==> src/sv/ffa_ram.sv <==
// Generic single-write, single-read RAM with registered read data.
`default_nettype none
module ffa_ram #(
  parameter int unsigned WIDTH = 8,
  parameter int unsigned DEPTH = 64
) (
  input  wire logic                     clk,
  input  wire logic                     we,
  input  wire logic [$clog2(DEPTH)-1:0] waddr,
  input  wire logic [WIDTH-1:0]         wdata,
  input  wire logic [$clog2(DEPTH)-1:0] raddr,
  output logic      [WIDTH-1:0]         rdata
);
  logic [WIDTH-1:0] mem [DEPTH];

  // Write port and registered read port.
  always_ff @(posedge clk) begin
    if (we) begin
      mem[waddr] <= wdata;
    end
    rdata <= mem[raddr];
  end
endmodule
`default_nettype wire

==> config.mk <==
export PLATFORM = sky130hd
export DESIGN_NAME = ffa_ram
export DESIGN_NICKNAME = d
export VERILOG_FILES = /design/src/sv/ffa_ram.sv
export SDC_FILE = /design/constraint.sdc
export NUM_CORES = 1
export LEC_CHECK = 0
export BUFFER_PORTS_ARGS = -buffer_cell sky130_fd_sc_hd__buf_2
export CAP_MARGIN = 30
export CORE_ASPECT_RATIO = 0.7
export CORE_MARGIN = 10
export CORE_UTILIZATION = 45
export DETAILED_ROUTE_END_ITERATION = 8
export HOLD_SLACK_MARGIN = 0.1
export PLACE_DENSITY_LB_ADDON = 0.1
export SLEW_MARGIN = 0
export SYNTH_ARGS = -nofsm -noshare
export SYNTH_HDL_FRONTEND = slang
export SYNTH_SLANG_ARGS = --single-unit
==> constraint.sdc <==
create_clock -name clk -period 3.84 [get_ports clk]
set_clock_uncertainty 0.05 [all_clocks]
set_input_delay 1.152 -clock clk [delete_from_list [all_inputs] [get_ports clk]]
set_output_delay 1.152 -clock clk [all_outputs]
set_load 0.01 [all_outputs]
==> results.md, run 1 <==
* Number of iterations in the first detailed-routing pass at 8
* Routed Antenna Nets at 0
* Post-route design area at 23100 um2
* Clk pwr share at 40.0%
* Power density cells at 499 nW/um2
* Synth cell types at 40
* Aggregate global routing overflow at 0
* Die area at 53800 um2
* # IOs at 30
* Critical-path cell list: clkbuf_8, buf_12, buf_12, mux4_2, o221a_2, nor3_1, o32ai_1
* Reg clk slew, reported paths at 60 ps
* Min Hold Slack at 845 ps
* Sw Ratio at 20.9%
* Clk_lat worst skew at 570 ps
* Status: finished clean
* Max Freq at 0.323 GHz
* Worst Slack Setup Final at 740 ps
* Die Height at 197 um
* Worst min path class: flip-flop to flip-flop
* Maximum capacitance violations at 0
* Nets at 1087
* Most frequent cells in the layout: edfxtp_1, mux4_2, buf_4
* Setup TNS at 0 ps
* IO buf count at 29
* # H-tree levels at 2
* Antenna fix cells at 0
* Final core utilization at 52.5%
* DP Worst Slack at 147 ps
* Cell area after synthesis at 20200 um2
* First-pass GRT wire length at 70000 um
* Synthesis-to-finish area growth at 14.5%
* Syn avg cell area at 21.5 um2
* Setup Buffers After CTS at 0
* CTS tree: done
* Leakage at 7.34 nW
* Synth Net Count at 962
* Vias in the first global route at 10100
* Worst rel slew slack at 38.6%
* Routed vias/inst at 5.79
* Fillers at 3431
* Final setup fails at 0
* Commonest non-fill, non-tap cell in the layout: edfxtp_1
* Post-DP HPWL at 31000 um
* Slowest-stage cell, CP: mux4_2
* Final period util at 80.7%
* Clock sinks at 520
* Cells after synthesis at 940
* CP max stage delay at 560 ps
* Switch Pwr at 2.41 mW
* FP Rows at 64
* DR iter-0 viols at 1112
* Pint at 9.12 mW
* Root buf cell: clkbuf_16
* Largest net degree at the start of global routing at 57
* Final wirelength at 47500 um
* Cells after DPL at 1608
* CP Capture Type: flip-flop
* CP required at 4230 ps
* Crit Path Max Fanout at 22
* Startpoint types: input port
* Worst EP arrival at 3490 ps
* Die Wd at 273 um
* Total power at 11.5 mW
* Final std cells w/o fill at 1698
* Combinational share of power at 5.3%
* #FFs+latches synth at 520
* Final period demand of the worst path at 3100 ps
* Vias at 9839
* Kind of critical path: input port to flip-flop
* Initial antenna violation count at 4
* Share of cells above drive strength 1 at 29.9%
* Slew @ Worst Pin at 921 ps
* Drt drc at 0
* Seq/Total Area, Yosys at 77.0%
* Post-DP Area at 21600 um2
* Cell mode on critical path: buf_12
* RSZ-0062 raised after global routing: no
* GPL Wtd Cong at 0.790
* Core area at 44000 um2
* CTS Buf Count at 49
* Seq pwr share at 54.7%
* Clock tree buffer depth at 3
* Starting Density at 45.9%
* GRT Util Overall at 17.8%
* Cts repair resizes at 0
* Synth Warn # at 0
* Final Hold Fails at 0
* Final Slew Violations at 0
* Hold_buf cts at 0
* Peak supply drop at 369 uV
* Post-DR wirelength/cell at 28.0 um
## sequential cells by signal, indices dropped and copies added, names as in the netlist
| signal | cells |
|---|---|
| mem | 512 |
| rdata | 8 |
## kinds of logic after synthesis
family	after synthesis	share of synthesized area, %
DFF	520	77.0
muxes	162	15.9
and+or+nand+nor	153	3.39
AOI/OAI and AO/OA	54	2.07
buffers and inverters	51	1.57
## synthesized netlist by cell type
master / number / area (um2)
mux2_2: 13 / 146
o21ai_1: 2 / 10.0
nand2b_1: 7 / 43.8
buf_2: 11 / 55.1
dfxtp_1: 8 / 160
o2111ai_1: 3 / 26.3
nand4_1: 2 / 12.5
nor4_1: 2 / 12.5
and2_1: 1 / 6.26
nand4b_1: 1 / 8.76
nand2_1: 19 / 71.3
o311ai_1: 1 / 8.76
o2bb2ai_1: 3 / 26.3
clkbuf_1: 17 / 63.8
edfxtp_1: 512 / 15400
nor2b_1: 14 / 87.6
a22oi_1: 3 / 22.5
a221oi_1: 6 / 52.6
a31oi_1: 1 / 6.26
mux2i_1: 23 / 230
buf_1: 4 / 15.0
mux4_2: 126 / 2840
o21ai_0: 2 / 10.0
o32ai_1: 2 / 17.5
or3_1: 1 / 6.26
a211oi_1: 4 / 30.0
o22ai_1: 8 / 50.1
nor2_1: 83 / 312
nand3_1: 13 / 65.1
nand3b_1: 3 / 22.5
nor3_1: 7 / 35.0
buf_4: 13 / 97.6
o221a_2: 2 / 22.5
buf_6: 4 / 45.0
buf_12: 2 / 40.0
a21oi_1: 3 / 15.0
o21a_1: 2 / 15.0
a2111oi_0: 2 / 17.5
o41ai_1: 2 / 17.5
o221ai_1: 8 / 70.1
## routing by layer
layer,global-route usage [%],part of all wire (%)
met5,0,0.027
met4,5.08,2.3
met3,3.69,7.1
met2,24.7,42
met1,27.9,49
## cell type report
class	count	area, um2	share of cell area (%)
repair buffers	125	980	4.24
multi-input cells	369	4320	18.7
flip-flops and latches	520	15500	67.3
clock buffers	69	1360	5.91
well taps	594	743	3.22
clock inverters	21	151	0.656
## power by group through the flow
stage               combinational, mW  sequential [mW]  clock [mW]
floorplan                       0.335             6.42           0
finish                          0.609             6.30        4.61
detailed placement              0.617             6.43           0
global route                    0.654             6.30        4.96
CTS                             0.618             6.30        4.73
global placement                0.614             6.43           0
## worst max-delay path: cells and delay by family
family	cells	cell delay (ps)
multiplexers	1	560
buffers and inverters	3	790
AO/OA/AOI/OAI	2	420
AND/OR/NAND/NOR	1	510
## worst paths after layout
check / endpoint / slack (ps) / depth (start not counted) / startpoint
worst max-delay path: rdata[6] / 740 / 7 / raddr[0]
worst min register to register: rdata[2] / 840 / 4 / mem[23][2]
worst max register to register: rdata[1] / 1570 / 4 / mem[46][1]
worst min-delay path: rdata[2] / 840 / 4 / mem[23][2]
Note: power is estimated with default switching activity, not from simulation.
==> run 2: changes to the inputs <==
--- a/config.mk
+++ b/config.mk
@@ -5,6 +5,7 @@
 export SDC_FILE = /design/constraint.sdc
 export NUM_CORES = 1
 export LEC_CHECK = 0
+export ABC_AREA = 1
 export BUFFER_PORTS_ARGS = -buffer_cell sky130_fd_sc_hd__buf_2
 export CAP_MARGIN = 30
 export CORE_ASPECT_RATIO = 0.7
==> constraint.sdc (replaced) <==
create_clock -name clk -period 2.9 [get_ports clk]
set_clock_uncertainty 0.05 [all_clocks]
set_input_delay 0.87 -clock clk [delete_from_list [all_inputs] [get_ports clk]]
set_output_delay 0.87 -clock clk [all_outputs]
set_load 0.01 [all_outputs]
==> results.md, run 2 <==
* Post-DP HPWL at 34400 um (+11%)
* Critical-path cell list: clkbuf_8, inv_8, buf_12, buf_4, nand2_1, nand3_1, nand3_1, nand2_1, nand2_1, nand3_1, nand3_1, nand2_1
* Synth cell types at 16 (-60%)
* Synth Net Count at 1827 (+90%)
* Post-DR wirelength/cell at 22.6 um (-19%)
* Core area at 46700 um2 (+6.1%)
* Die area at 56700 um2 (+5.3%)
* Top cell types by occurrence after synthesis: nand2_1, edfxtp_1, nand3_1
* Compound-Gate Fraction of Synth Area at 0% (-2.1 points)
* CP max stage delay at 260 ps (-300 ps)
* Reg clk slew, reported paths at 60 ps (about the same)
* Synth Warn # at 0 (unchanged)
* Largest regs: mem (512), rdata (8)
* Synth area leaders: edfxtp_1, nand2_1, nand3_1
* Syn avg cell area at 11.8 um2 (-45%)
* FF-to-FF setup slack at 1430 ps (-140 ps)
* CP required at 3350 ps (-880 ps)
* Top_reg_cell synth: edfxtp_1
* Worst min path class: input port to flip-flop
* CP Capture Type: flip-flop
* GPL Wtd Cong at 0.845 (+7.0%)
* First-pass GRT wire length at 86300 um (+23%)
* Number of iterations in the first detailed-routing pass at 5 (-3)
* Ys async rst share at 0% (unchanged)
* Combinational family with the most area after synthesis: simple AND/OR/NAND/NOR gates
* Seq/Total Area, Yosys at 72.8% (-4.2 points)
* Area leader, netlist: edfxtp_1
* Clock tree buffer depth at 3 (unchanged)
* Post-synth EDFFs at 512 (unchanged)
* Most frequent cells in the layout: nand2_1, edfxtp_1, nand3_1
* Worst Slack Setup Final at 669 ps (-71.2 ps)
* RSZ-0062 raised after global routing: no
* CTS tree: done
* GRT Util Overall at 20.1% (+2.3 points)
* Synthesis-to-finish area growth at 13.9%
* Clock sinks at 520 (unchanged)
* Startpoint types: input port
* # H-tree levels at 2 (unchanged)
* CTS Buf Count at 50 (+2.0%)
* Kind of critical path: input port to flip-flop
* Final wirelength at 57500 um (+21%)
* Routed Antenna Nets at 0 (unchanged)
* Count leader, synth: nand2_1
* Nets at 1915 (+76%)
* Maximum capacitance violations at 0 (unchanged)
* DR iter-0 viols at 1453 (+31%)
* Initial antenna violation count at 0 (-4)
* Commonest non-fill, non-tap cell in the layout: nand2_1
* Status: finished clean
* Number of flip-flops in the largest register at 512 (unchanged)
* Final setup fails at 0 (unchanged)
* FP Rows at 66 (+3.1%)
* Routed vias/inst at 5.46 (-5.7%)
* Slew @ Worst Pin at 842 ps (-79.2 ps)
* Root buf cell: clkbuf_16
* Synth Area in Adders at 0% (unchanged)
* Worst rel slew slack at 43.9% (+5.3 points)
* Vias at 13900 (+41%)
* Register with the most flip-flops: mem
* Power density cells at 657 nW/um2 (+32%)
* Aggregate global routing overflow at 0 (unchanged)
* Die Wd at 280 um (+2.7%)
* Mux contribution to synthesized area at 0% (-16 points)
* Total power at 16.0 mW (+39%)
* Final Hold Fails at 0 (unchanged)
* Max Freq at 0.448 GHz
* Cell area after synthesis at 21300 um2 (+5.8%)
* #FFs+latches synth at 520 (unchanged)
* Cts repair resizes at 0 (unchanged)
* Share of the synthesized area in the top cell type at 72.0% (-4.2 points)
* Leakage at 8.89 nW (+21%)
* Drt drc at 0 (unchanged)
* Die Height at 202 um (+2.6%)
* Clk_lat worst skew at 570 ps (about the same)
* Post-Synth XOR/XNOR Area at 0% (unchanged)
* # IOs at 30 (unchanged)
* Worst EP arrival at 2680 ps (-810 ps)
* Antenna fix cells at 0 (unchanged)
* Setup TNS at 0 ps (unchanged)
* Final Slew Violations at 0 (unchanged)
* Slowest-stage cell, CP: inv_8
* Share of cells above drive strength 1 at 11.6% (-18 points)
* DP Worst Slack at 136 ps (-10.6 ps)
* Crit Path Max Fanout at 40 (+82%)
* Setup Buffers After CTS at 0 (unchanged)
* IO buf count at 29 (unchanged)
* Final period demand of the worst path at 2230 ps
* Final period util at 76.9%
* Fillers at 4022 (+17%)
* Starting Density at 45.7% (-0.14 points)
* Vias in the first global route at 13000 (+29%)
* Hold_buf cts at 0 (unchanged)
* Peak supply drop at 441 uV (+20%)
* Largest net degree at the start of global routing at 80 (+40%)
* Cells after synthesis at 1805 (+92%)
* Post-Synth Simple-Gate Area at 23.2% (+20 points)
## run 2: worst paths after layout
check,to,from,cells after the start
setup reg to reg,rdata[7],mem[51][7],8
hold / removal,rdata[4],raddr[5],3
setup / recovery,rdata[4],raddr[0],12
hold reg to reg,rdata[1],mem[48][1],8
## run 2: stage by stage
step	hold slack, ps	area (um2)	cells	utilization [%]
global placement	762	22700	2453	48.6
finish	674	24300	2547	52.1
floorplan	672	21300	1805	-
global route	650	24300	2547	52.1
detailed placement	767	22700	2453	48.6
CTS	642	24300	2547	52.1
## run 2: power breakdown
group	internal (mW)	switching [mW]	leakage, nW
Combinational	0.295	0.763	3.42
Sequential	8.31	0.0260	4.67
Clock	3.79	2.79	0.798
## run 2: worst max-delay path, delay by kind of cell
family / cells / cell delay, ps
buf+inv: 4 / 840
simple gates: 8 / 880
## run 2: cells by family (layout without fill, tap and decap cells)
| kind of cell | count (synthesis) | in the layout |
|---|---|---|
| buf+inv | 125 | 255 |
| flops | 520 | 520 |
| simple gates | 1160 | 1160 |
## run 2: area by class of cell
cell class | instances | area [um2] | area share, %
flip-flops and latches | 520 | 15500 | 63.9
clock inverters | 18 | 165 | 0.679
repair buffers | 149 | 1360 | 5.58
clock buffers | 76 | 1480 | 6.10
multi-input cells | 1160 | 4950 | 20.3
well taps | 612 | 766 | 3.15
inverters | 12 | 55.1 | 0.226
## run 2: per-layer routing
layer	track usage, %	wire length, um	share of wire, %	vias up
li1	-	-	-	6524
met1	31.4	27700	48	6815
met2	28.0	24000	42	501
met3	4.81	4920	8.6	71
met4	3.93	890	1.5	0
met5	0	0	0	-
